**config.mk**
```make
export PLATFORM = sky130hd
export DESIGN_NAME = rational_arithmetic_unit_core_flat
export DESIGN_NICKNAME = d
export VERILOG_FILES = /design/src/rau_pkg.sv /design/src/rau_req_if.sv /design/src/rau_rsp_if.sv /design/src/rational_arithmetic_unit_core.sv /design/src/flat_wrapper.sv
export VERILOG_INCLUDE_DIRS = /design/src /design/src/src
export SDC_FILE = /design/constraint.sdc
export NUM_CORES = 2
export LEC_CHECK = 0
export BUFFER_PORTS_ARGS = -buffer_cell sky130_fd_sc_hd__buf_2
export CAP_MARGIN = 5
export CORE_MARGIN = 8
export CORE_UTILIZATION = 45
export DETAILED_ROUTE_END_ITERATION = 10
export HOLD_SLACK_MARGIN = 0.05
export PLACE_DENSITY = 0.6
export SKIP_LAST_GASP = 1
export SLEW_MARGIN = 20
export SYNTH_ARGS = -nofsm -noshare
export SYNTH_HDL_FRONTEND = slang
export SYNTH_SLANG_ARGS = --single-unit
```
**constraint.sdc**
```tcl
create_clock -name clk -period 19.1 [get_ports clk]
set_input_delay 4.775 -clock clk [delete_from_list [all_inputs] [get_ports clk]]
set_output_delay 4.775 -clock clk [all_outputs]
set_load 0.01 [all_outputs]
```
**src/rational_arithmetic_unit_core_macros.svh**
```systemverilog
// Assertion macros for the rational arithmetic unit.
// Define NO_ASSERTIONS to compile every check away.
`ifndef RATIONAL_ARITHMETIC_UNIT_CORE_MACROS_SVH
`define RATIONAL_ARITHMETIC_UNIT_CORE_MACROS_SVH

`ifndef NO_ASSERTIONS
// Same-cycle implication, sampled on the rising clock, off during reset.
`define RAU_ASSERT_IMPLY(label, clk_s, rst_s, ante, cons) \
  label: assert property (@(posedge clk_s) disable iff (rst_s) (ante) |-> (cons)) \
    else $error("rational unit check failed");
// Next-cycle implication, sampled on the rising clock, off during reset.
`define RAU_ASSERT_NEXT(label, clk_s, rst_s, ante, cons) \
  label: assert property (@(posedge clk_s) disable iff (rst_s) (ante) |=> (cons)) \
    else $error("rational unit check failed");
`else
`define RAU_ASSERT_IMPLY(label, clk_s, rst_s, ante, cons)
`define RAU_ASSERT_NEXT(label, clk_s, rst_s, ante, cons)
`endif

`endif

```
**src/rau_pkg.sv**
```systemverilog
// Shared types and constants for the rational arithmetic unit.
// No dependencies; used by the channel interfaces and the core.
`default_nettype none

package rau_pkg;

  localparam int WIDTH  = 16;
  localparam int DEN_W  = WIDTH - 1;
  localparam int PROD_W = 2 * WIDTH;
  localparam int CNT_W  = $clog2(PROD_W);

  typedef enum logic [1:0] {
    KIND_ADD = 2'd0,
    KIND_SUB = 2'd1,
    KIND_MUL = 2'd2,
    KIND_DIV = 2'd3
  } kind_t;

  typedef logic signed [WIDTH-1:0]  num_t;
  typedef logic        [DEN_W-1:0]  den_t;
  typedef logic signed [PROD_W-1:0] prod_t;
  typedef logic        [PROD_W-1:0] mag_t;
  typedef logic        [CNT_W-1:0]  cnt_t;

  // Largest magnitude a positive numerator or a denominator may have
  localparam mag_t POS_LIMIT = mag_t'((64'd1 << (WIDTH - 1)) - 64'd1);

endpackage

`default_nettype wire

```
**src/rau_req_if.sv**
```systemverilog
// Request channel of the rational arithmetic unit: operation and two fractions.
// Depends on rau_pkg.
`default_nettype none

interface rau_req_if;
  import rau_pkg::*;

  logic  valid;
  logic  ready;
  kind_t kind;
  num_t  left_num;
  den_t  left_den;
  num_t  right_num;
  den_t  right_den;

  modport source (
    output valid, kind, left_num, left_den, right_num, right_den,
    input  ready
  );

  modport sink (
    input  valid, kind, left_num, left_den, right_num, right_den,
    output ready
  );
endinterface

`default_nettype wire

```
**src/rau_rsp_if.sv**
```systemverilog
// Result channel of the rational arithmetic unit: reduced fraction and flags.
// Depends on rau_pkg.
`default_nettype none

interface rau_rsp_if;
  import rau_pkg::*;

  logic valid;
  logic ready;
  num_t result_num;
  den_t result_den;
  logic is_less;
  logic is_equal;
  logic div_by_zero;
  logic overflow;

  modport source (
    output valid, result_num, result_den, is_less, is_equal, div_by_zero, overflow,
    input  ready
  );

  modport sink (
    input  valid, result_num, result_den, is_less, is_equal, div_by_zero, overflow,
    output ready
  );
endinterface

`default_nettype wire

```
**src/rational_arithmetic_unit_core.sv**
```systemverilog
// Rational arithmetic unit. Takes one request of two fractions and an operation
// (add, subtract, multiply, divide), returns the result reduced to lowest terms
// plus less-than and equal flags. The unit handles one request at a time: after
// acceptance it forms four products through one 16x16 multiplier, runs two setup
// steps, a binary gcd loop through one shared subtractor, and two 32-step
// restoring divisions by the gcd on the same subtractor, then loads the result
// register. Divide by zero skips the gcd and divisions. The result register lets
// the next request start while the previous result waits to be taken.
// Depends on rau_pkg, rau_req_if, rau_rsp_if and the macros header.
`default_nettype none

`include "rational_arithmetic_unit_core_macros.svh"

module rational_arithmetic_unit_core (
  input  wire logic  clk,
  input  wire logic  rst,
  rau_req_if.sink    req,
  rau_rsp_if.source  rsp
);
  import rau_pkg::*;

  typedef enum logic [6:0] {
    S_IDLE = 7'b0000001,
    S_MUL  = 7'b0000010,
    S_PREP = 7'b0000100,
    S_ABS  = 7'b0001000,
    S_GCD  = 7'b0010000,
    S_DIV  = 7'b0100000,
    S_FIN  = 7'b1000000
  } state_t;

  state_t state;
  cnt_t   cnt;
  cnt_t   k;
  kind_t  kind_r;
  num_t   ln, rn;
  den_t   ld, rd;
  prod_t  cross_l, cross_r, num_prod, den_prod;
  prod_t  num_val, den_val;
  logic   less, equal, dz, neg, div_den;
  mag_t   mag_n, mag_d, a, b, g, dq, rem, q_n;

  logic   out_valid;
  num_t   out_num;
  den_t   out_den;
  logic   out_less, out_equal, out_dz, out_ovf;

  // Shared multiplier
  num_t   mul_x, mul_y;
  prod_t  mul_p;

  // Shared subtractor
  mag_t            sub_x, sub_y;
  logic [PROD_W:0] sub_d;
  logic            borrow;
  logic            a_ge_b;
  mag_t            rem_sh;

  // Final result shaping
  logic   fin_neg, fin_ovf;
  num_t   fin_num;
  den_t   fin_den;
  num_t   q_low;

  // Pick multiplier operands per step: cross terms, numerators, denominators
  always_comb begin
    unique case (cnt[1:0])
      2'd0: begin
        mul_x = ln;
        mul_y = $signed({1'b0, rd});
      end
      2'd1: begin
        mul_x = rn;
        mul_y = $signed({1'b0, ld});
      end
      2'd2: begin
        mul_x = ln;
        mul_y = rn;
      end
      default: begin
        mul_x = $signed({1'b0, ld});
        mul_y = $signed({1'b0, rd});
      end
    endcase
    mul_p = mul_x * mul_y;
  end

  // Route the subtractor: larger minus smaller in gcd, remainder minus gcd in divide
  assign a_ge_b = (a >= b);
  assign rem_sh = {rem[PROD_W-2:0], dq[PROD_W-1]};

  always_comb begin
    sub_x = '0;
    sub_y = '0;
    if (state == S_GCD) begin
      sub_x = a_ge_b ? a : b;
      sub_y = a_ge_b ? b : a;
    end else if (state == S_DIV) begin
      sub_x = rem_sh;
      sub_y = g;
    end
    sub_d  = {1'b0, sub_x} - {1'b0, sub_y};
    borrow = sub_d[PROD_W];
  end

  // Apply sign and range check to the reduced quotients
  always_comb begin
    q_low   = num_t'(q_n[WIDTH-1:0]);
    fin_neg = neg && (q_n != '0);
    fin_ovf = (fin_neg ? (q_n > POS_LIMIT + mag_t'(1)) : (q_n > POS_LIMIT)) ||
              (dq > POS_LIMIT);
    fin_num = '0;
    fin_den = '0;
    if (!dz && !fin_ovf) begin
      fin_num = fin_neg ? -q_low : q_low;
      fin_den = dq[DEN_W-1:0];
    end
  end

  assign req.ready = (state == S_IDLE);

  assign rsp.valid       = out_valid;
  assign rsp.result_num  = out_num;
  assign rsp.result_den  = out_den;
  assign rsp.is_less     = out_less;
  assign rsp.is_equal    = out_equal;
  assign rsp.div_by_zero = out_dz;
  assign rsp.overflow    = out_ovf;

  // Sequencer
  always_ff @(posedge clk) begin
    if (rst) begin
      state     <= S_IDLE;
      out_valid <= 1'b0;
    end else begin
      // Drop the result once taken, unless a new one is loaded in its place
      if (rsp.valid && rsp.ready && (state != S_FIN)) begin
        out_valid <= 1'b0;
      end

      unique case (state)
        S_IDLE: begin
          if (req.valid) begin
            kind_r <= req.kind;
            ln     <= req.left_num;
            ld     <= req.left_den;
            rn     <= req.right_num;
            rd     <= req.right_den;
            cnt    <= '0;
            state  <= S_MUL;
          end
        end

        // One product per cycle
        S_MUL: begin
          unique case (cnt[1:0])
            2'd0:    cross_l  <= mul_p;
            2'd1:    cross_r  <= mul_p;
            2'd2:    num_prod <= mul_p;
            default: den_prod <= mul_p;
          endcase
          cnt <= cnt + cnt_t'(1);
          if (cnt[1:0] == 2'd3) begin
            state <= S_PREP;
          end
        end

        // Form the unreduced fraction and compare the operands
        S_PREP: begin
          unique case (kind_r)
            KIND_ADD: num_val <= cross_l + cross_r;
            KIND_SUB: num_val <= cross_l - cross_r;
            KIND_MUL: num_val <= num_prod;
            KIND_DIV: num_val <= cross_l;
          endcase
          den_val <= (kind_r == KIND_DIV) ? cross_r : den_prod;
          less    <= (cross_l < cross_r);
          equal   <= (cross_l == cross_r);
          state   <= S_ABS;
        end

        // Split into sign and magnitudes, seed the gcd
        S_ABS: begin
          dz    <= (den_val == '0);
          neg   <= num_val[PROD_W-1] ^ den_val[PROD_W-1];
          mag_n <= num_val[PROD_W-1] ? mag_t'(-num_val) : mag_t'(num_val);
          mag_d <= den_val[PROD_W-1] ? mag_t'(-den_val) : mag_t'(den_val);
          a     <= num_val[PROD_W-1] ? mag_t'(-num_val) : mag_t'(num_val);
          b     <= den_val[PROD_W-1] ? mag_t'(-den_val) : mag_t'(den_val);
          k     <= '0;
          state <= (den_val == '0) ? S_FIN : S_GCD;
        end

        // Binary gcd, one step per cycle
        S_GCD: begin
          priority if (a == '0) begin
            g       <= b << k;
            dq      <= mag_n;
            rem     <= '0;
            cnt     <= '0;
            div_den <= 1'b0;
            state   <= S_DIV;
          end else if (b == '0) begin
            g       <= a << k;
            dq      <= mag_n;
            rem     <= '0;
            cnt     <= '0;
            div_den <= 1'b0;
            state   <= S_DIV;
          end else if (!a[0] && !b[0]) begin
            a <= a >> 1;
            b <= b >> 1;
            k <= k + cnt_t'(1);
          end else if (!a[0]) begin
            a <= a >> 1;
          end else if (!b[0]) begin
            b <= b >> 1;
          end else if (a_ge_b) begin
            a <= sub_d[PROD_W-1:0];
          end else begin
            b <= sub_d[PROD_W-1:0];
          end
        end

        // Restoring division by the gcd, numerator first, then denominator
        S_DIV: begin
          if ((cnt == cnt_t'(PROD_W - 1)) && !div_den) begin
            q_n     <= {dq[PROD_W-2:0], !borrow};
            dq      <= mag_d;
            rem     <= '0;
            cnt     <= '0;
            div_den <= 1'b1;
          end else begin
            rem <= borrow ? rem_sh : sub_d[PROD_W-1:0];
            dq  <= {dq[PROD_W-2:0], !borrow};
            cnt <= cnt + cnt_t'(1);
            if (cnt == cnt_t'(PROD_W - 1)) begin
              state <= S_FIN;
            end
          end
        end

        // Load the result register once it is free
        S_FIN: begin
          if (!out_valid || rsp.ready) begin
            out_valid <= 1'b1;
            out_num   <= fin_num;
            out_den   <= fin_den;
            out_less  <= less;
            out_equal <= equal;
            out_dz    <= dz;
            out_ovf   <= !dz && fin_ovf;
            state     <= S_IDLE;
          end
        end

        default: state <= S_IDLE;
      endcase
    end
  end

  // Checks
  `RAU_ASSERT_IMPLY(a_flags_exclusive, clk, rst, rsp.valid, !(rsp.div_by_zero && rsp.overflow))
  `RAU_ASSERT_IMPLY(a_error_zeroes, clk, rst, rsp.valid && (rsp.div_by_zero || rsp.overflow),
                    (rsp.result_num == '0) && (rsp.result_den == '0))
  `RAU_ASSERT_IMPLY(a_den_nonzero, clk, rst, rsp.valid && !rsp.div_by_zero && !rsp.overflow,
                    rsp.result_den != '0)
  `RAU_ASSERT_IMPLY(a_gcd_nonzero, clk, rst, state == S_DIV, g != '0)
  `RAU_ASSERT_NEXT(a_start_mul, clk, rst, req.valid && req.ready, state == S_MUL)

endmodule

`default_nettype wire

```
**src/flat_wrapper.sv**
```systemverilog
// flat-port wrapper written by rule: the top's interface ports become plain ports
module rational_arithmetic_unit_core_flat import rau_pkg::*;
  (clk, rst, req_valid, req_kind, req_left_num, req_left_den, req_right_num, req_right_den, req_ready, rsp_valid, rsp_result_num, rsp_result_den, rsp_is_less, rsp_is_equal, rsp_div_by_zero, rsp_overflow, rsp_ready);
  rau_req_if req_i ();
  rau_rsp_if rsp_i ();
  input  wire logic clk;
  input  wire logic rst;
  input wire logic [$bits(req_i.valid)-1:0] req_valid;
  input wire logic [$bits(req_i.kind)-1:0] req_kind;
  input wire logic [$bits(req_i.left_num)-1:0] req_left_num;
  input wire logic [$bits(req_i.left_den)-1:0] req_left_den;
  input wire logic [$bits(req_i.right_num)-1:0] req_right_num;
  input wire logic [$bits(req_i.right_den)-1:0] req_right_den;
  output wire logic [$bits(req_i.ready)-1:0] req_ready;
  output wire logic [$bits(rsp_i.valid)-1:0] rsp_valid;
  output wire logic [$bits(rsp_i.result_num)-1:0] rsp_result_num;
  output wire logic [$bits(rsp_i.result_den)-1:0] rsp_result_den;
  output wire logic [$bits(rsp_i.is_less)-1:0] rsp_is_less;
  output wire logic [$bits(rsp_i.is_equal)-1:0] rsp_is_equal;
  output wire logic [$bits(rsp_i.div_by_zero)-1:0] rsp_div_by_zero;
  output wire logic [$bits(rsp_i.overflow)-1:0] rsp_overflow;
  input wire logic [$bits(rsp_i.ready)-1:0] rsp_ready;
  assign req_i.valid = req_valid;
  assign req_i.kind = req_kind;
  assign req_i.left_num = req_left_num;
  assign req_i.left_den = req_left_den;
  assign req_i.right_num = req_right_num;
  assign req_i.right_den = req_right_den;
  assign req_ready = req_i.ready;
  assign rsp_valid = rsp_i.valid;
  assign rsp_result_num = rsp_i.result_num;
  assign rsp_result_den = rsp_i.result_den;
  assign rsp_is_less = rsp_i.is_less;
  assign rsp_is_equal = rsp_i.is_equal;
  assign rsp_div_by_zero = rsp_i.div_by_zero;
  assign rsp_overflow = rsp_i.overflow;
  assign rsp_i.ready = rsp_ready;
  rational_arithmetic_unit_core u_core (.clk(clk), .rst(rst), .req(req_i), .rsp(rsp_i));
endmodule
```
==> flow_summary.ini <==
[sta]
worstMarginPinSlew_ns = 1.045
period_minus_slack_ns = 8.361
rsz0062_at_grt = no
report.final.slew_viol_count = 0
worst_slack_ns = 10.74
fin_skew_ns = 0.03605
finalSetupViolations = 0
hold_violations = 0
max_freq_mhz = 119.6
fin_setup_tns_ns = 0
fin_crit_sh_pct = 43.78
relSlewSlack_pct = 30.33

[synthesis]
syn_inst = 4154
synth_edf_count = 561
synth-simple-area-share_pct = 13.20
ys_seq_area_share_pct = 40.71
synth_compound_area_share_pct = 13.41
synthArstFlopShare_pct = 0
yosys.cell_count.top_type = edfxtp_1
netlist_top_cells_count = edfxtp_1 (561), nor2_1 (524), inv_1 (431), nand2_1 (411), fa_1 (265)
ys_top_cells_by_area = edfxtp_1 (40%), fa_1 (13%), ha_1 (6.6%)
synth_top_area_share_pct = 40.33
synth_flop_cell = edfxtp_1
ys_types = 78
synthesis.nets = 4708
muxShareOfSynthArea_pct = 4.511
ys_ff_latch = 569
ys_warn_count = 0
syn-cell-area_um2 = 41770
syn_avg_cell_area_um2 = 10.06
synth_fa_ha_area_share_pct = 19.32
synthXorXnorAreaFrac_pct = 3.166
synth_top_cell_by_area = edfxtp_1
synth_top_family_by_area = adder cells

[critical_path]
critical_path.max_stage_delay_ns = 0.69
cp_data_required_time_ns = 19.45
path_delay_family = adder cells
path_class = flip-flop to flip-flop
cp_common_cell = fa_1
arrival_ns = 8.71
endpoint_kind = flip-flop
slowest_stage = o21ai_1
crit_buf_inv = 5
critPathLaunchType = flip-flop
cp_max_fo = 18
reg2reg_from = u_core.cnt[0]
critPathLaunch = u_core.cnt[0]

[min_path]
hp-start = u_core.less
hold_path_class = flip-flop to flip-flop

[layout]
area_growth_pct = 9.857
nets = 4745
drive_gt1_share_pct = 7.895
finish.utilization_pct = 49.99

[clock_network]
cts_setup_buffers = 0
cts.sinks = 569
cts_tree = yes
hold_buffers = 0
htreeDepth = 3
clk_latency_ns = 0.64
cts_made_buffers = 69
ctsResizeCount = 0
clk_pin_slew_ns = 0.06
cts_max_path_buffers = 3
cts-root-buf = clkbuf_16

[detailed_routing]
finalWirelength_um = 115600
dr.pass1.iters = 5
drt_iter0_markers = 2560
vias = 31110
ant_nets = 0
drc = 0
via_per_inst = 5.670
wire_per_inst_um = 21.06

[floorplanning]
dieArea_um2 = 102800
io_pins = 105
core-area_um2 = 91800
die_h_um = 320.7
initial_core_util_pct = 45.50
rows = 111
fp.dieW_um = 320.7

[grt]
grt_max_degree = 81
grt_pass1_vias = 31190
grt_usage_pct = 22.31
gr-total-overflow = 0
antenna_found_initial = 1
grt_pass1_wl_um = 181300

[placed_design]
port_buffers = 104
gp_congestion = 0.9429
place_ws_ns = 10.65
dp_hpwl_um = 88240

[flow_run]
cap_violations = 0

[run_status]
status = completed
==> cell type report <==
type	count	area [um2]
Timing Repair Buffer	164	970.9
Clock buffer	85	1829
Tap cell	1243	1555
Fill cell	8463	45910
Sequential cell	569	17010
Clock inverter	38	412.9
Inverter	432	1624
Antenna cell	1	2.502
Multi-Input combinational cell	2955	22490
==> per-layer routing <==
layer  vias up  GRT usage [%]  routed length [um]
li1      14610              -                   -
met1     15190          29.72               50050
met2      1106          37.09               54080
met3       209          3.514                7460
met4         0          7.476                3960
met5         -              0                   0
==> per-stage QoR <==
step / instance area (um2) / instances / hold WS [ns]
after floorplan: 41770 / 4154 / 0.4003
after global routing: 45890 / 5486 / 0.4097
after detailed placement: 43650 / 5363 / 0.4063
after CTS: 45890 / 5486 / 0.3991
after global placement: 43650 / 5363 / 0.4045
final: 45890 / 5487 / 0.4024
==> path summary, 6_finish.rpt <==
check        cells after the start                 end  slack (ns)
min reg2reg                      0  u_core.rsp.is_less        0.40
max reg2reg                     27  u_core.cross_r[30]       10.74
max                             27  u_core.cross_r[30]       10.74
min                              0  u_core.rsp.is_less        0.40
==> layout by cell type (no fill, tap or decap), types with 12 or more instances in the layout <==
| cell type | count |
|---|---|
| mux2i_1 | 159 |
| a21o_1 | 63 |
| mux2_2 | 18 |
| o21bai_1 | 19 |
| nor2b_1 | 18 |
| xnor2_1 | 126 |
| nand2b_1 | 37 |
| or3_1 | 22 |
| and3_1 | 12 |
| o21ai_1 | 23 |
| a22oi_1 | 38 |
| clkbuf_16 | 71 |
| ha_1 | 220 |
| nor4_1 | 43 |
| a211oi_1 | 23 |
| nor3_1 | 51 |
| and2_1 | 34 |
| o21a_1 | 29 |
| a31oi_1 | 80 |
| inv_1 | 430 |
| o31ai_1 | 21 |
| or2_2 | 13 |
| clkbuf_1 | 14 |
| o211ai_1 | 21 |
| o22ai_1 | 24 |
| nand4_1 | 13 |
| a221oi_1 | 41 |
| buf_4 | 60 |
| buf_2 | 104 |
| nand2_1 | 410 |
| fa_1 | 265 |
| xor2_1 | 25 |
| o21ai_0 | 176 |
| edfxtp_1 | 561 |
| nor2_1 | 521 |
| nand3_1 | 44 |
| a21oi_1 | 227 |
==> cells by family after synthesis <==
kind of cell               count (synthesis)
AOI/OAI and AO/OA                        874
xor gates and xnor gates                 151
adders and majority gates                486
buffers and inverters                    630
DFF                                      569
muxes                                    181
and+or+nand+nor                         1263
Power is left out: the tool's default activity adds up to more than one toggle a clock period on the data nets, which glitch-free logic cannot reach.
